<file path="src/rtl/midi_clock_generator_assert.svh">
// ----------------------------------------------------------------------------
// MIDI clock generator assertion macros
// Shared property wrappers; each expects clk and rst_n in the calling scope.
// ----------------------------------------------------------------------------
`ifndef MIDI_CLOCK_GENERATOR_ASSERT_SVH
`define MIDI_CLOCK_GENERATOR_ASSERT_SVH

// consequent must hold in the same cycle as the antecedent
`define MCG_ASSERT_NOW(lbl, ante, cons, msg) \
    lbl: assert property (@(posedge clk) disable iff (!rst_n) (ante) |-> (cons)) \
        else $error(msg);

// consequent must hold in the cycle after the antecedent
`define MCG_ASSERT_NEXT(lbl, ante, cons, msg) \
    lbl: assert property (@(posedge clk) disable iff (!rst_n) (ante) |=> (cons)) \
        else $error(msg);

`endif

</file>
<file path="src/rtl/mcg_pkg.sv">
// ----------------------------------------------------------------------------
// MIDI clock generator package
// Transaction types, message codes, microcode word layout and control store.
// ----------------------------------------------------------------------------
package mcg_pkg;

    // configuration and sizing
    localparam int MaxBurstDef = 56;
    localparam int UpcW        = 5;
    localparam int CfgIdxW     = 2;
    localparam int CfgDataW    = 32;

    localparam logic [CfgIdxW-1:0] CFG_OFFSET  = 2'd0;
    localparam logic [CfgIdxW-1:0] CFG_SPP_EN  = 2'd1;
    localparam logic [CfgIdxW-1:0] CFG_MAX_CLK = 2'd2;

    localparam logic signed [31:0] OFFSET_RST  = 32'sd0;
    localparam logic               SPP_EN_RST  = 1'b1;
    localparam logic [5:0]         MAX_CLK_RST = 6'd56;

    // clocks sent to reach a negative start position are also capped here
    localparam logic [5:0]  PLAY_CLK_MAX = 6'd59;
    localparam logic [31:0] Q16_ONE      = 32'h0001_0000;

    // update kinds
    localparam logic [1:0] KIND_POLL  = 2'd0;
    localparam logic [1:0] KIND_START = 2'd1;
    localparam logic [1:0] KIND_PLAY  = 2'd2;
    localparam logic [1:0] KIND_STOP  = 2'd3;

    // MIDI status bytes
    localparam logic [7:0] ST_CLOCK = 8'hF8;
    localparam logic [7:0] ST_START = 8'hFA;
    localparam logic [7:0] ST_CONT  = 8'hFB;
    localparam logic [7:0] ST_STOP  = 8'hFC;
    localparam logic [7:0] ST_SPP   = 8'hF2;
    localparam logic [1:0] SPP_DATA_CNT = 2'd2;

    typedef struct packed {
        logic [1:0]         kind;
        logic signed [31:0] position;
        logic               play_on;
        logic               force_restart;
        logic               transport_playing;
    } mcg_in_t;

    typedef struct packed {
        logic        msg_valid;
        logic [7:0]  status_byte;
        logic [6:0]  data_lsb;
        logic [6:0]  data_msb;
        logic [1:0]  data_count;
        logic [31:0] wait_pulses;
        logic        last;
    } mcg_out_t;

    // datapath operations
    typedef enum logic [4:0] {
        OP_NONE,
        OP_SUM,
        OP_TGT,
        OP_TRUNC,
        OP_BEATCHK,
        OP_PC_B6,
        OP_NPLAY,
        OP_DEC_N,
        OP_PLAY_B6,
        OP_PLAY_ZERO,
        OP_PLAY_OFF,
        OP_DIFF,
        OP_NCAP,
        OP_PCADD,
        OP_WAIT,
        OP_START,
        OP_STOP
    } mcg_op_t;

    // message emitted by a step
    typedef enum logic [2:0] {
        EM_NONE,
        EM_CLK,
        EM_START,
        EM_STOP,
        EM_SPP,
        EM_STCONT
    } mcg_emit_t;

    // branch conditions
    typedef enum logic [3:0] {
        C_NEVER,
        C_ALWAYS,
        C_KIND_POLL,
        C_KIND_START,
        C_KIND_STOP,
        C_NOT_RUN,
        C_NO_JUMP,
        C_SAME,
        C_NOT_TPLAY,
        C_N_ZERO,
        C_N_GT1,
        C_PLAY_OFF,
        C_NO_SPP
    } mcg_cond_t;

    typedef struct packed {
        mcg_op_t         op;
        mcg_emit_t       emit;
        mcg_cond_t       cond;
        logic [UpcW-1:0] target;
        logic            fin;
    } mcg_uword_t;

    // sequencer to datapath
    typedef struct packed {
        logic      load;
        logic      go;
        logic      fin;
        mcg_op_t   op;
        mcg_emit_t emit;
    } mcg_ctl_t;

    // datapath to sequencer
    typedef struct packed {
        logic [1:0] kind;
        logic       running;
        logic       jump_ok;
        logic       same;
        logic       tplay;
        logic       play_on;
        logic       spp_en;
        logic       n_zero;
        logic       n_gt1;
        logic       pend_valid;
        logic       out_free;
    } mcg_stat_t;

    // branch targets in the control store
    localparam logic [UpcW-1:0] L_JUMP_SPP   = 5'd7;
    localparam logic [UpcW-1:0] L_PLAY       = 5'd9;
    localparam logic [UpcW-1:0] L_PLAY_CLK   = 5'd11;
    localparam logic [UpcW-1:0] L_PLAY_SPP   = 5'd12;
    localparam logic [UpcW-1:0] L_PLAY_NOSPP = 5'd15;
    localparam logic [UpcW-1:0] L_PLAY_OFF   = 5'd16;
    localparam logic [UpcW-1:0] L_POLL       = 5'd17;
    localparam logic [UpcW-1:0] L_POLL_CLK   = 5'd22;
    localparam logic [UpcW-1:0] L_END        = 5'd23;
    localparam logic [UpcW-1:0] L_START      = 5'd24;
    localparam logic [UpcW-1:0] L_STOP       = 5'd25;
    localparam logic [UpcW-1:0] L_ENTRY      = 5'd0;

    function automatic mcg_uword_t uw(input mcg_op_t op, input mcg_emit_t em,
                                      input mcg_cond_t cnd,
                                      input logic [UpcW-1:0] tgt, input logic fin);
        mcg_uword_t w;
        w.op     = op;
        w.emit   = em;
        w.cond   = cnd;
        w.target = tgt;
        w.fin    = fin;
        return w;
    endfunction

    // control store
    function automatic mcg_uword_t mcg_ucode(input logic [UpcW-1:0] addr);
        mcg_uword_t w;
        case (addr)
            // common front end: offset sum, target, truncated pulse count
            5'd0:  w = uw(OP_SUM,       EM_NONE,   C_KIND_STOP,  L_STOP,       1'b0);
            5'd1:  w = uw(OP_TGT,       EM_NONE,   C_KIND_POLL,  L_POLL,       1'b0);
            5'd2:  w = uw(OP_TRUNC,     EM_NONE,   C_KIND_START, L_START,      1'b0);
            // play change: jump handling
            5'd3:  w = uw(OP_BEATCHK,   EM_NONE,   C_NO_JUMP,    L_PLAY,       1'b0);
            5'd4:  w = uw(OP_NONE,      EM_NONE,   C_SAME,       L_END,        1'b0);
            5'd5:  w = uw(OP_NONE,      EM_NONE,   C_NOT_TPLAY,  L_JUMP_SPP,   1'b0);
            5'd6:  w = uw(OP_NONE,      EM_STOP,   C_NEVER,      L_END,        1'b0);
            5'd7:  w = uw(OP_PC_B6,     EM_SPP,    C_NOT_TPLAY,  L_PLAY,       1'b0);
            5'd8:  w = uw(OP_NONE,      EM_STCONT, C_NEVER,      L_END,        1'b0);
            // play on / off
            5'd9:  w = uw(OP_NPLAY,     EM_NONE,   C_PLAY_OFF,   L_PLAY_OFF,   1'b0);
            5'd10: w = uw(OP_NONE,      EM_NONE,   C_N_ZERO,     L_PLAY_SPP,   1'b0);
            5'd11: w = uw(OP_DEC_N,     EM_CLK,    C_N_GT1,      L_PLAY_CLK,   1'b0);
            5'd12: w = uw(OP_NONE,      EM_NONE,   C_NO_SPP,     L_PLAY_NOSPP, 1'b0);
            5'd13: w = uw(OP_NONE,      EM_SPP,    C_NEVER,      L_END,        1'b0);
            5'd14: w = uw(OP_PLAY_B6,   EM_STCONT, C_ALWAYS,     L_END,        1'b0);
            5'd15: w = uw(OP_PLAY_ZERO, EM_START,  C_ALWAYS,     L_END,        1'b0);
            5'd16: w = uw(OP_PLAY_OFF,  EM_STOP,   C_ALWAYS,     L_END,        1'b0);
            // poll
            5'd17: w = uw(OP_DIFF,      EM_NONE,   C_NOT_RUN,    L_END,        1'b0);
            5'd18: w = uw(OP_NCAP,      EM_NONE,   C_NEVER,      L_END,        1'b0);
            5'd19: w = uw(OP_PCADD,     EM_NONE,   C_NEVER,      L_END,        1'b0);
            5'd20: w = uw(OP_DIFF,      EM_NONE,   C_NEVER,      L_END,        1'b0);
            5'd21: w = uw(OP_WAIT,      EM_NONE,   C_N_ZERO,     L_END,        1'b0);
            5'd22: w = uw(OP_DEC_N,     EM_CLK,    C_N_GT1,      L_POLL_CLK,   1'b0);
            // close the transaction
            5'd23: w = uw(OP_NONE,      EM_NONE,   C_NEVER,      L_END,        1'b1);
            5'd24: w = uw(OP_START,     EM_NONE,   C_ALWAYS,     L_END,        1'b0);
            5'd25: w = uw(OP_STOP,      EM_NONE,   C_ALWAYS,     L_END,        1'b0);
            default: w = uw(OP_NONE,    EM_NONE,   C_NEVER,      L_END,        1'b1);
        endcase
        return w;
    endfunction

endpackage

</file>
<file path="src/rtl/mcg_seq.sv">
// ----------------------------------------------------------------------------
// MIDI clock generator sequencer
// Step counter over the control store with conditional branches and stalls.
// ----------------------------------------------------------------------------
`include "midi_clock_generator_assert.svh"

module mcg_seq (
    input  logic             clk,
    input  logic             rst_n,
    input  logic             in_valid,
    output logic             in_stall,
    input  mcg_pkg::mcg_stat_t stat,
    output mcg_pkg::mcg_ctl_t  ctl
);
    import mcg_pkg::*;

    logic            busy_reg, busy_next;
    logic [UpcW-1:0] upc_reg, upc_next;
    mcg_uword_t      word;
    logic            load;
    logic            blocked;
    logic            go;
    logic            taken;

    assign word     = mcg_ucode(upc_reg);
    assign in_stall = busy_reg;
    assign load     = in_valid && !busy_reg;

    // a message step needs room to retire the held message, the end step
    // needs the output register
    assign blocked = ((word.emit != EM_NONE) && stat.pend_valid && !stat.out_free)
                  || (word.fin && !stat.out_free);
    assign go      = busy_reg && !blocked;

    // branch condition
    always_comb
    begin
        unique case (word.cond)
            C_NEVER:      taken = 1'b0;
            C_ALWAYS:     taken = 1'b1;
            C_KIND_POLL:  taken = (stat.kind == KIND_POLL);
            C_KIND_START: taken = (stat.kind == KIND_START);
            C_KIND_STOP:  taken = (stat.kind == KIND_STOP);
            C_NOT_RUN:    taken = !stat.running;
            C_NO_JUMP:    taken = !stat.jump_ok;
            C_SAME:       taken = stat.same;
            C_NOT_TPLAY:  taken = !stat.tplay;
            C_N_ZERO:     taken = stat.n_zero;
            C_N_GT1:      taken = stat.n_gt1;
            C_PLAY_OFF:   taken = !stat.play_on;
            C_NO_SPP:     taken = !stat.spp_en;
            default:      taken = 1'b0;
        endcase
    end

    // next step
    always_comb
    begin
        busy_next = busy_reg;
        upc_next  = upc_reg;
        if (load)
        begin
            busy_next = 1'b1;
            upc_next  = L_ENTRY;
        end
        else if (go)
        begin
            if (word.fin)
                busy_next = 1'b0;
            else if (taken)
                upc_next = word.target;
            else
                upc_next = upc_reg + UpcW'(1);
        end
    end

    always_ff @(posedge clk or negedge rst_n)
    begin
        if (!rst_n)
        begin
            busy_reg <= 1'b0;
            upc_reg  <= L_ENTRY;
        end
        else
        begin
            busy_reg <= busy_next;
            upc_reg  <= upc_next;
        end
    end

    always_comb
    begin
        ctl.load = load;
        ctl.go   = go;
        ctl.fin  = word.fin;
        ctl.op   = word.op;
        ctl.emit = word.emit;
    end

    `MCG_ASSERT_NEXT(a_load_enters, load, busy_reg && (upc_reg == L_ENTRY), "load did not start the program")
    `MCG_ASSERT_NEXT(a_fin_idles, go && word.fin, !busy_reg, "end step left the sequencer busy")

endmodule

</file>
<file path="src/rtl/mcg_dp.sv">
// ----------------------------------------------------------------------------
// MIDI clock generator datapath
// Target arithmetic, pulse counter, message build, hold and output register.
// ----------------------------------------------------------------------------
`include "midi_clock_generator_assert.svh"

module mcg_dp #(
    parameter int MAX_BURST = mcg_pkg::MaxBurstDef
) (
    input  logic                clk,
    input  logic                rst_n,
    input  mcg_pkg::mcg_in_t    in_item,
    input  mcg_pkg::mcg_ctl_t   ctl,
    input  logic signed [31:0]  offset,
    input  logic                spp_en,
    input  logic [5:0]          max_clocks,
    input  logic                out_stall,
    output logic                out_valid,
    output mcg_pkg::mcg_out_t   out_item,
    output mcg_pkg::mcg_stat_t  stat
);
    import mcg_pkg::*;

    localparam logic [5:0] BurstMax = 6'(MAX_BURST);

    // transaction and working registers
    mcg_in_t            in_reg;
    logic signed [32:0] sum_reg, sum_next;
    logic signed [17:0] beat_reg, beat_next;
    logic signed [37:0] tgt_reg, tgt_next;
    logic signed [20:0] b6_reg, b6_next;
    logic signed [21:0] tq_reg, tq_next;
    logic signed [48:0] diff_reg, diff_next;
    logic [5:0]         n_reg, n_next;
    logic [31:0]        wait_reg, wait_next;
    logic               same_reg, same_next;
    // architectural state
    logic [31:0]        pc_reg, pc_next;
    logic               running_reg, running_next;
    logic               playing_reg, playing_next;
    // message hold and output register
    logic               pend_valid_reg, pend_valid_next;
    mcg_out_t           pend_reg, pend_next;
    logic               out_valid_reg, out_valid_next;
    mcg_out_t           out_reg, out_next;

    // combinational helpers
    logic [37:0]        t16, t8;
    logic [20:0]        b4, b2;
    logic [32:0]        nq;
    logic [48:0]        diff_neg;
    logic signed [32:0] cnt_x, b6_x, lo, hi;
    logic               beat_pos, beat_neg;
    logic [21:0]        tq_neg;
    logic [5:0]         cap, cap59, ncap_val, nplay_val;
    logic [31:0]        wait_val;
    mcg_out_t           msg, fin_item;
    logic               emit_act, out_free, push;

    // burst limits
    assign cap   = (max_clocks > BurstMax) ? BurstMax : max_clocks;
    assign cap59 = (cap > PLAY_CLK_MAX) ? PLAY_CLK_MAX : cap;

    // sum * 24 as sum * 16 + sum * 8, beat * 6 as beat * 4 + beat * 2
    assign t16 = {sum_reg[32], sum_reg, 4'b0};
    assign t8  = {sum_reg[32], sum_reg[32], sum_reg, 3'b0};
    assign b4  = {beat_reg[17], beat_reg, 2'b0};
    assign b2  = {beat_reg[17], beat_reg[17], beat_reg, 1'b0};

    // pulses the target is ahead of the counter, floored
    assign nq       = diff_reg[48:16];
    assign ncap_val = diff_reg[48] ? 6'd0 :
                      ((nq[32:6] != '0) || (nq[5:0] > cap)) ? cap : nq[5:0];

    // wait to the next pulse in Q16 pulses, saturated
    assign diff_neg = -diff_reg;
    always_comb
    begin
        if (diff_reg[48])
            wait_val = (diff_neg[48:32] != '0) ? '1 : diff_neg[31:0];
        else if (nq == '0)
            wait_val = Q16_ONE - {16'd0, diff_reg[15:0]};
        else
            wait_val = '0;
    end

    // same sixteenth: count / 6 == beat, truncating toward zero
    assign beat_pos = !beat_reg[17] && (beat_reg != '0);
    assign beat_neg = beat_reg[17];
    assign cnt_x    = {pc_reg[31], pc_reg};
    assign b6_x     = {{12{b6_reg[20]}}, b6_reg};
    assign lo       = beat_pos ? b6_x : b6_x - 33'sd5;
    assign hi       = beat_neg ? b6_x : b6_x + 33'sd5;

    // catch-up clocks ahead of a negative start position
    assign tq_neg    = -tq_reg;
    assign nplay_val = !tq_reg[21] ? 6'd0 :
                       ((tq_neg[21:6] != '0) || (tq_neg[5:0] > cap59)) ? cap59 : tq_neg[5:0];

    // operation execute
    always_comb
    begin
        sum_next     = sum_reg;
        beat_next    = beat_reg;
        tgt_next     = tgt_reg;
        b6_next      = b6_reg;
        tq_next      = tq_reg;
        diff_next    = diff_reg;
        n_next       = n_reg;
        wait_next    = wait_reg;
        same_next    = same_reg;
        pc_next      = pc_reg;
        running_next = running_reg;
        playing_next = playing_reg;
        if (ctl.load)
            wait_next = '0;
        if (ctl.go)
        begin
            unique case (ctl.op)
                OP_NONE: ;
                OP_SUM:
                begin
                    sum_next  = {in_reg.position[31], in_reg.position}
                              + {offset[31], offset};
                    beat_next = in_reg.position[31:14]
                              + 18'(in_reg.position[31] && (in_reg.position[13:0] != '0));
                end
                OP_TGT:
                begin
                    tgt_next = t16 + t8;
                    b6_next  = b4 + b2;
                end
                OP_TRUNC:
                    tq_next = tgt_reg[37:16] + 22'(tgt_reg[37] && (tgt_reg[15:0] != '0));
                OP_BEATCHK:
                    same_next = (cnt_x >= lo) && (cnt_x <= hi);
                OP_PC_B6:
                    pc_next = {{11{b6_reg[20]}}, b6_reg};
                OP_NPLAY:
                    n_next = nplay_val;
                OP_DEC_N:
                    n_next = n_reg - 6'd1;
                OP_PLAY_B6:
                begin
                    pc_next      = {{11{b6_reg[20]}}, b6_reg};
                    playing_next = 1'b1;
                end
                OP_PLAY_ZERO:
                begin
                    pc_next      = '0;
                    playing_next = 1'b1;
                end
                OP_PLAY_OFF:
                    playing_next = 1'b0;
                OP_DIFF:
                    diff_next = {{11{tgt_reg[37]}}, tgt_reg} - {pc_reg[31], pc_reg, 16'b0};
                OP_NCAP:
                    n_next = ncap_val;
                OP_PCADD:
                    pc_next = pc_reg + {26'd0, n_reg};
                OP_WAIT:
                    wait_next = wait_val;
                OP_START:
                begin
                    pc_next      = {{10{tq_reg[21]}}, tq_reg};
                    running_next = 1'b1;
                end
                OP_STOP:
                    running_next = 1'b0;
                default: ;
            endcase
        end
    end

    // message for this step
    always_comb
    begin
        msg             = '0;
        msg.msg_valid   = 1'b1;
        msg.wait_pulses = wait_reg;
        unique case (ctl.emit)
            EM_CLK:    msg.status_byte = ST_CLOCK;
            EM_START:  msg.status_byte = ST_START;
            EM_STOP:   msg.status_byte = ST_STOP;
            EM_STCONT: msg.status_byte = beat_pos ? ST_CONT : ST_START;
            EM_SPP:
            begin
                msg.status_byte = ST_SPP;
                msg.data_lsb    = beat_reg[6:0];
                msg.data_msb    = beat_reg[13:7];
                msg.data_count  = SPP_DATA_CNT;
            end
            default:   msg.msg_valid = 1'b0;
        endcase
    end

    // closing transaction: held message or an empty result
    always_comb
    begin
        if (pend_valid_reg)
        begin
            fin_item      = pend_reg;
            fin_item.last = 1'b1;
        end
        else
        begin
            fin_item             = '0;
            fin_item.wait_pulses = wait_reg;
            fin_item.last        = 1'b1;
        end
    end

    // hold stage and output register
    assign emit_act = ctl.go && (ctl.emit != EM_NONE);
    assign out_free = !out_valid_reg || !out_stall;
    assign push     = (emit_act && pend_valid_reg) || (ctl.go && ctl.fin);

    always_comb
    begin
        pend_valid_next = pend_valid_reg;
        pend_next       = pend_reg;
        out_next        = out_reg;
        out_valid_next  = out_valid_reg && out_stall;
        if (emit_act)
        begin
            pend_valid_next = 1'b1;
            pend_next       = msg;
        end
        else if (ctl.go && ctl.fin)
            pend_valid_next = 1'b0;
        if (push)
        begin
            out_valid_next = 1'b1;
            out_next       = ctl.fin ? fin_item : pend_reg;
        end
    end

    // control state
    always_ff @(posedge clk or negedge rst_n)
    begin
        if (!rst_n)
        begin
            pc_reg         <= '0;
            running_reg    <= 1'b0;
            playing_reg    <= 1'b0;
            pend_valid_reg <= 1'b0;
            out_valid_reg  <= 1'b0;
        end
        else
        begin
            pc_reg         <= pc_next;
            running_reg    <= running_next;
            playing_reg    <= playing_next;
            pend_valid_reg <= pend_valid_next;
            out_valid_reg  <= out_valid_next;
        end
    end

    // payload
    always_ff @(posedge clk)
    begin
        if (ctl.load)
            in_reg <= in_item;
        sum_reg  <= sum_next;
        beat_reg <= beat_next;
        tgt_reg  <= tgt_next;
        b6_reg   <= b6_next;
        tq_reg   <= tq_next;
        diff_reg <= diff_next;
        n_reg    <= n_next;
        wait_reg <= wait_next;
        same_reg <= same_next;
        pend_reg <= pend_next;
        out_reg  <= out_next;
    end

    assign out_valid = out_valid_reg;
    assign out_item  = out_reg;

    always_comb
    begin
        stat.kind       = in_reg.kind;
        stat.running    = running_reg;
        stat.jump_ok    = in_reg.force_restart && spp_en;
        stat.same       = same_reg;
        stat.tplay      = in_reg.transport_playing;
        stat.play_on    = in_reg.play_on;
        stat.spp_en     = spp_en;
        stat.n_zero     = (n_reg == '0);
        stat.n_gt1      = (n_reg > 6'd1);
        stat.pend_valid = pend_valid_reg;
        stat.out_free   = out_free;
    end

    `MCG_ASSERT_NOW(a_no_overwrite, push && out_valid_reg, !out_stall, "result overwritten while stalled")
    `MCG_ASSERT_NOW(a_count_nonzero, ctl.go && (ctl.op == OP_DEC_N), n_reg != '0, "clock loop ran past zero")
    `MCG_ASSERT_NEXT(a_fin_last, ctl.go && ctl.fin, out_valid_reg && out_reg.last, "transaction closed without last")
    `MCG_ASSERT_NEXT(a_play_kind, in_reg.kind != KIND_PLAY, $stable(playing_reg), "play state changed outside a play change")

endmodule

</file>
<file path="src/rtl/midi_clock_generator.sv">
// ----------------------------------------------------------------------------
// MIDI clock generator
// Transport updates in, MIDI beat clock / song position messages out.
// ----------------------------------------------------------------------------
// Input channel (in_valid / in_stall / in_item) takes one transport update per
// transaction. Output channel (out_valid / out_stall / out_item) returns the
// messages that update causes, one per transaction; the final one has last set.
// An update that sends nothing returns one result with msg_valid low.
// A small microcoded sequencer runs one update at a time: in_stall is high
// from acceptance until the final result is registered. Messages leave at
// one per cycle while the receiver takes them; each is held one step and is
// registered with the next message or at the end step.
// A stalled receiver holds the output register and freezes the sequencer at
// its next message or end step; nothing is lost or repeated.
// Reset clears the pulse counter and the running and playing flags, and
// loads the registers: offset 0, song position enabled, burst limit register 56.
// Registers are written through cfg_wr_en / cfg_index / cfg_wdata; the user
// must write them only while idle, as the block does not enforce it.
// ----------------------------------------------------------------------------
module midi_clock_generator #(
    parameter int MAX_BURST = mcg_pkg::MaxBurstDef
) (
    input  logic                           clk,
    input  logic                           rst_n,
    input  logic                           in_valid,
    output logic                           in_stall,
    input  mcg_pkg::mcg_in_t               in_item,
    output logic                           out_valid,
    input  logic                           out_stall,
    output mcg_pkg::mcg_out_t              out_item,
    input  logic                           cfg_wr_en,
    input  logic [mcg_pkg::CfgIdxW-1:0]    cfg_index,
    input  logic [mcg_pkg::CfgDataW-1:0]   cfg_wdata
);
    import mcg_pkg::*;

    logic signed [31:0] offset_reg, offset_next;
    logic               spp_en_reg, spp_en_next;
    logic [5:0]         max_clk_reg, max_clk_next;
    mcg_ctl_t           ctl;
    mcg_stat_t          stat;

    // configuration register decode
    always_comb
    begin
        offset_next  = offset_reg;
        spp_en_next  = spp_en_reg;
        max_clk_next = max_clk_reg;
        if (cfg_wr_en)
        begin
            unique case (cfg_index)
                CFG_OFFSET:  offset_next  = cfg_wdata;
                CFG_SPP_EN:  spp_en_next  = cfg_wdata[0];
                CFG_MAX_CLK: max_clk_next = cfg_wdata[5:0];
                default: ;
            endcase
        end
    end

    always_ff @(posedge clk or negedge rst_n)
    begin
        if (!rst_n)
        begin
            offset_reg  <= OFFSET_RST;
            spp_en_reg  <= SPP_EN_RST;
            max_clk_reg <= MAX_CLK_RST;
        end
        else
        begin
            offset_reg  <= offset_next;
            spp_en_reg  <= spp_en_next;
            max_clk_reg <= max_clk_next;
        end
    end

    mcg_seq u_seq (
        .clk      (clk),
        .rst_n    (rst_n),
        .in_valid (in_valid),
        .in_stall (in_stall),
        .stat     (stat),
        .ctl      (ctl)
    );

    mcg_dp #(
        .MAX_BURST (MAX_BURST)
    ) u_dp (
        .clk        (clk),
        .rst_n      (rst_n),
        .in_item    (in_item),
        .ctl        (ctl),
        .offset     (offset_reg),
        .spp_en     (spp_en_reg),
        .max_clocks (max_clk_reg),
        .out_stall  (out_stall),
        .out_valid  (out_valid),
        .out_item   (out_item),
        .stat       (stat)
    );

endmodule

</file>
<file path="config.mk">
export PLATFORM = sky130hd
export DESIGN_NAME = midi_clock_generator
export DESIGN_NICKNAME = d
export VERILOG_FILES = /design/src/rtl/mcg_pkg.sv /design/src/rtl/mcg_seq.sv /design/src/rtl/mcg_dp.sv /design/src/rtl/midi_clock_generator.sv
export VERILOG_INCLUDE_DIRS = /design/src /design/src/rtl
export SDC_FILE = /design/constraint.sdc
export NUM_CORES = 1
export LEC_CHECK = 0
export ABC_AREA = 1
export BUFFER_PORTS_ARGS = -buffer_cell sky130_fd_sc_hd__buf_2
export CAP_MARGIN = 20
export CORE_MARGIN = 4
export CORE_UTILIZATION = 55
export DETAILED_ROUTE_END_ITERATION = 6
export PLACE_DENSITY_LB_ADDON = 0.2
export SLEW_MARGIN = 40
export SYNTH_ARGS = -nofsm -noshare
export SYNTH_HDL_FRONTEND = slang
export SYNTH_SLANG_ARGS = --single-unit
</file>
<file path="constraint.sdc">
create_clock -name clk -period 7.4 [get_ports clk]
set_input_delay 0.37 -clock clk [delete_from_list [all_inputs] [get_ports clk]]
set_output_delay 0.37 -clock clk [all_outputs]
set_load 0.01 [all_outputs]
</file>
==> impl_metrics.csv, run 1 <==
group,metric,value,unit
global_routing,grt_pass1_vias,23840,
cts,ctsResizeCount,0,
logic_synthesis,postSynthCellCount,3423,
route,drtIter0Drc,1967,
timing,slew_violations,0,
logic_synthesis,async_reset_ff_share,18.31,%
logic_synthesis,yosysSeqAreaShare,42.90,%
logic_synthesis,ys_ff_latch,437,
timing,rsz0062_at_grt,"no",
worst_hold_path,hp-start,"cfg_wdata[6]",
timing,min_period,4263,ps
route,top_layer,"met4",
critical_path,crit_path_end_kind,"flop",
critical_path,crit_fanout,8,
logic_synthesis,ys_types,65,
critical_path,timing.rr.start,"u_dp.beat_reg[17]$_DFFE_PP_",
die,initial_core_util,55.92,%
critical_path,crit_required,7840,ps
route,route.met3.wl,5116,um
worst_hold_path,hold_class,"primary input to flop",
global_routing,grt_max_degree,59,
logic_synthesis,avgSynthCellArea,8.450,um2
logic_synthesis,syn-num-nets,3720,
logic_synthesis,ys.flop_type,"edfxtp_1",
power,p_switching,6.457,mW
logic_synthesis,yosys_warnings,0,
global_routing,grt_antenna_before_repair,0,
power,swShare,44.75,%
cts,root_buffer,"clkbuf_16",
layout,antenna_cells,0,
route,wl_per_cell,18.87,um
route,route.met2.wl,38080,um
power,power_frac_comb,48.5,%
die,die_w,237.3,um
timing,worst_pin_slew,852.1,ps
die,core_area,51720,um2
power,p_int,7.971,mW
route,routed_wirelength,81790,um
critical_path,arrival,4710,ps
layout,drive_gt1_share,9.250,%
critical_path,worst-setup-path-type,"flop to flop",
power,p_leak,14.10,nW
critical_path,max_stage_delay,490,ps
power,max-vdd-ir-drop,0.0003026,V
placed_design,place.gp.congestion,1.036,
cts,cts_buffers,48,
logic_synthesis,synth-edff-count,325,
logic_synthesis,yosys.area.top_type_share,33.74,%
die,die-height,237.3,um
outcome,status,"finished, final reports clean",
placed_design,dp_hpwl,64700,um
global_routing,grt_usage,28.13,%
global_routing,grt_pass1_wl,127500,um
die,ios,136,
die,dieArea,56320,um2
critical_path,crit_path_start,"u_dp.beat_reg[17]$_DFFE_PP_",
die,placementRows,83,
timing,timing.fmax,0.2346,GHz
cts,clkTransAtPathRegs,60,ps
timing,fin_skew,16.59,ps
power,power_density,444.7,nW/um2
timing,slew_headroom,42.60,%
logic_synthesis,netlist_area,28920,um2
timing,final_hold_viol_count,0,
route,wl_met1,35250,um
critical_path,rrSetupSlack,3140,ps
layout,final_cell_mix,"720 x nand2_1, 388 x nor2_1, 384 x inv_1",
route,vias,24560,
timing,fin_crit_sh,57.61,%
power,clockPowerShare,17.3,%
critical_path,critPathSlowestCell,"edfxtp_1",
timing,setup_slack,3137,ps
layout,final_common_cell,"nand2_1",
cts,clock_sinks,437,
placed_design,placed_area,30250,um2
critical_path,startpoint_type,"flop",
placed_design,io_buffers,134,
cts,htree_num_levels,2,
route,viasPerCell,5.667,
placed_design,place_ws,3263,ps
layout,final_nets,3912,
power,p_seq_share,34.2,%
cts,cts_tree,"built",
run,cap_viol_max_count,0,
route,firstDrtPassIters,6,
layout,largest_reg_flops,54,
cts,clock_latency,590,ps
route,ant_nets,0,
layout,area.growth.synth_to_final,12.16,%
timing,setup_viol,0,
route,drc,0,
timing,tns,0,ps
logic_synthesis,synth_top_area_cell,"edfxtp_1",
logic_synthesis,synth.area.top_cells,"edfxtp_1 34%, nand2_1 9.4%, ha_1 9.3%",
cts,clockBufferDepth,3,
layout,stdcell_area,32440,um2
global_routing,grt_remaining_overflow,0,
repair_timing:
action / CTS / global route
endpoints found under the setup margin: 0 / 0
hold endpoints to repair: 88 / 0
hold buffers: 54 / 0
setup buffers: 0 / 0
critical path: cells and delay by family, from the launching register on:
| family | cells | cell delay [ps] |
|---|---|---|
| DFF | 1 | 490 |
| and+or+nand+nor | 19 | 2580 |
| xor gates and xnor gates | 1 | 150 |
| buffers and inverters | 3 | 420 |
| adders and majority gates | 2 | 480 |
per-stage QoR:
stage | utilization [%] | instances | hold WS [ps] | total power, mW
after global routing | 62.73 | 4334 | 22.59 | 15.48
after floorplan | - | 3423 | 74.41 | 9.774
final | 62.73 | 4334 | 24.60 | 14.43
after global placement | 58.47 | 4191 | 391.2 | 11.64
after CTS | 62.71 | 4334 | 0.007605 | 14.41
after detailed placement | 58.48 | 4191 | 397.7 | 11.84
power groups by stage:
stage / sequential [mW] / clock [mW] / combinational, mW
final: 4.93 / 2.50 / 6.99
after global routing: 5.02 / 2.65 / 7.82
after CTS: 4.92 / 2.55 / 6.94
after detailed placement: 4.96 / 0 / 6.88
after global placement: 4.93 / 0 / 6.70
after floorplan: 4.72 / 0 / 5.06
kinds of logic (layout without fill, tap and decap cells):
logic type                 count (synthesis)  count (layout)  synth area share [%]
and+or+nand+nor                         1540            1540                 22.74
AOI/OAI and AO/OA                        506             506                 9.907
buffers and inverters                    453             684                 6.268
DFF                                      437             437                 42.90
adders and majority gates                221             221                 9.690
xor gates and xnor gates                 212             212                 6.420
muxes                                     53              53                 2.063
other                                      1               1               0.01297
cell usage after synthesis (32+ instances only):
cell	number
dfxtp_1	32
ha_1	216
nor2_1	391
nand3_1	243
xor2_1	151
nor3_1	60
dfrtp_1	76
a21oi_1	191
nand4_1	42
mux2_2	53
o21ai_1	36
nand2_1	721
xnor2_1	61
edfxtp_1	325
o21ai_0	158
inv_1	387
cell type report:
type | count | area [um2]
inverter | 398 | 1504
fill | 4412 | 19280
tap | 680 | 850.8
clock inverter | 35 | 400.4
clock buffer | 54 | 1245
timing repair buffer | 197 | 1281
multi-input combinational | 2533 | 14750
sequential | 437 | 12410
worst paths after layout:
check,to,cells past startpoint
max in group asynchronous,offset_reg[30]$_DFFE_PN0P_,3
min in group asynchronous,u_seq.in_stall$_DFFE_PN0P_,2
worst min register to register,u_dp.pend_reg[13]$_DFFE_PP_,0
worst min-delay path,offset_reg[6]$_DFFE_PN0P_,2
worst max register to register,u_dp.same_reg$_DFFE_PP_,25
worst max-delay path,u_dp.same_reg$_DFFE_PP_,25
routing by layer:
layer	up-vias	GRT usage, %
met5	-	0
met4	0	10.83
met3	169	3.864
met2	864	46.16
met1	11550	38.22
li1	11980	-
Note: power is estimated with default switching activity, not from simulation.
==> run 2: changes to the inputs <==
==> constraint.sdc (replaced) <==
create_clock -name clk -period 3.7 [get_ports clk]
set_input_delay 0.185 -clock clk [delete_from_list [all_inputs] [get_ports clk]]
set_output_delay 0.185 -clock clk [all_outputs]
set_load 0.01 [all_outputs]
==> run 2 against run 1 <==
  * Total power grew 110%
  * Largest power group unchanged
  * Die area unchanged
  * Critical endpoint is now u_dp.n_reg[4]$_DFFE_PP_
  * Fmax up 24%
  * Cell count up 2.1%
  * Sequential share of layout area decreased by 1.2 points
  * Non-clock buffer count rose by 92
  * Worst setup slack worse by 2900 ps
  * Via count is 1.9% higher
  * Wire length up 1.9%
  * Highest routed layer unchanged
==> impl_metrics.csv, run 2 (synthesis results as in run 1) <==
group,metric,value,unit
die,placementRows,83,
layout,final_cell_mix,"719 x nand2_1, 382 x nor2_1, 375 x inv_1",
placed_design,place.gp.congestion,0.9629,
global_routing,grt_pass1_vias,24050,
cts,cts_buffers,48,
worst_hold_path,min_to,"u_seq.in_stall$_DFFE_PN0P_",
cts,clock_latency,610,ps
power,max-vdd-ir-drop,0.0005634,V
route,vias,25030,
power,swShare,44.28,%
critical_path,crit_fanout,7,
outcome,status,"finished, final reports clean",
cts,clkTransAtPathRegs,60,ps
power,p_int,16.64,mW
power,p_seq_share,32.6,%
route,routed_wirelength,83310,um
critical_path,startpoint_type,"flop",
global_routing,grt_antenna_before_repair,0,
cts,htree_num_levels,2,
layout,antenna_cells,0,
placed_design,dp_hpwl,65520,um
timing,fin_skew,32.05,ps
timing,min_period,3424,ps
cts,clock_sinks,437,
layout,regArea,12410,um2
route,ant_nets,0,
die,die_w,237.3,um
cts,root_buffer,"clkbuf_16",
layout,final_common_cell,"nand2_1",
power,p_switching,13.23,mW
worst_hold_path,hp-start,"in_valid",
power,power_frac_comb,49.8,%
power,p_leak,14.59,nW
critical_path,rrSetupSlack,280,ps
layout,drive_gt1_share,11.90,%
die,initial_core_util,55.92,%
timing,slew_headroom,51.69,%
power,p_total,29.87,mW
timing,whs,88.95,ps
run,cap_viol_max_count,0,
global_routing,grt_pass1_wl,130000,um
die,dieArea,56320,um2
timing,fin_crit_sh,92.55,%
timing,worst_pin_slew,717.1,ps
power,clockPowerShare,17.6,%
die,die-height,237.3,um
global_routing,grt_max_degree,56,
layout,fin_util,64.71,%
cts,cts_tree,"built",
critical_path,crit_required,4030,ps
timing,slew_violations,0,
route,firstDrtPassIters,6,
layout,area.growth.synth_to_final,15.71,%
global_routing,grt_usage,28.71,%
power,power_density,892.4,nW/um2
route,drtIter0Drc,1967,
timing,timing.fmax,0.2920,GHz
global_routing,grt_remaining_overflow,0,
placed_design,placedCellCount,4247,
placed_design,io_buffers,134,
route,wl_per_cell,18.82,um
placed_design,placed_area,30790,um2
cts,clockBufferDepth,3,
critical_path,crit_path_end_kind,"flop",
critical_path,rr_worst_depth,19,
critical_path,arrival,3750,ps
critical_path,timing.rr.start,"u_dp.tq_reg[0]$_DFFE_PP_",
layout,stdcell_area,33470,um2
die,ios,136,
layout,fillers,4332,
route,viasPerCell,5.653,
worst_hold_path,hold_class,"primary input to flop",
critical_path,worstReg2RegEnd,"u_dp.n_reg[4]$_DFFE_PP_",
critical_path,worst-setup-path-type,"flop to flop",
layout,final_nets,4004,
layout,largest_reg_flops,54,
timing,setup_viol,0,
route,drc,0,
worst_hold_path,hold_path_depth,4,
die,core_area,51720,um2
layout,fin_cells,4427,
timing,final_hold_viol_count,0,
layout,multiInputGateArea,14830,um2
## run 2: changes by cell type in the layout (fill, tap and decap cells not counted), moves of 4 or more
cell           change
buf_4             +64
dlygate4sd3_1     +18
buf_12             +9
inv_1              -9
nor2_1             -6
inv_6              +4
clkinv_1           -6
inv_2              +8
clkbuf_1           -4
nor3_1             -4
clkinvlp_4         +6
## run 2: worst max-delay path by stage
stage | depth (start not counted) | endpoint | from | slack (ps)
floorplan | 14 | u_dp.tq_reg[0]$_DFFE_PP_ | u_seq.upc_reg[0]$_DFFE_PN0P_ | 340
global placement | 25 | u_dp.same_reg$_DFFE_PP_ | u_dp.beat_reg[2]$_DFFE_PP_ | 150
detailed placement | 25 | u_dp.same_reg$_DFFE_PP_ | u_dp.beat_reg[1]$_DFFE_PP_ | 30
CTS | 25 | u_dp.same_reg$_DFFE_PP_ | u_dp.beat_reg[1]$_DFFE_PP_ | 10
global route | 25 | u_dp.same_reg$_DFFE_PP_ | u_dp.beat_reg[14]$_DFFE_PP_ | -50
finish | 19 | u_dp.n_reg[4]$_DFFE_PP_ | u_dp.tq_reg[0]$_DFFE_PP_ | 280
## run 2: area by class of cell
class                           count  share of cell area (%)
Multi-Input combinational cell   2533                   44.30
Sequential cell                   437                   37.07
Timing Repair Buffer              289                   6.375
Inverter                          398                   4.501
Clock buffer                       51                   3.716
Tap cell                          680                   2.542
Clock inverter                     39                   1.488
## run 2: repair_timing
action / in CTS / in global routing
setup buffers: 0 / 18
endpoints found under the setup margin: 0 / 1
gates resized for setup: 0 / 28
hold endpoints to repair: 114 / 0
hold buffers: 72 / 0
## run 2: worst max-delay path, cell delays in order (launching register included)
cell and delay [ps]:
edfxtp_1 380, inv_1 210, nand4_1 180, nor2_1 200, xor2_1 240, inv_1 70, ha_1 310, nand2_1 100
nor2_1 60, o21ai_0 70, nand2_1 80, o21ai_0 160, buf_4 160, nand3_1 60, nor3_1 200, nand3_1 130
nor2_2 260, nand2_1 120, nor2_1 120, o21ai_1 80
## run 2: stage by stage
step / worst slack [ps] / TNS, ps
after floorplan: 339.5 / 0
after global placement: 147.2 / 0
after detailed placement: 32.43 / 0
after CTS: 12.10 / 0
after global routing: -45.29 / -45.29
final: 275.7 / 0
## run 2: power by group through the flow
stage	Sequential, mW	Combinational, mW	Clock (mW)
detailed placement	9.78	14.5	0
global route	9.89	16.6	5.56
CTS	9.69	14.7	5.32
global placement	9.73	14.2	0
floorplan	9.40	10.2	0
finish	9.72	14.9	5.26
## run 2: metal layers
layer	GRT usage, %	wire [um]	vias up
li1	-	-	12190
met1	38.86	35790	11810
met2	48.07	39240	860
met3	3.794	5282	167
met4	9.590	2991	0
met5	0	0	-
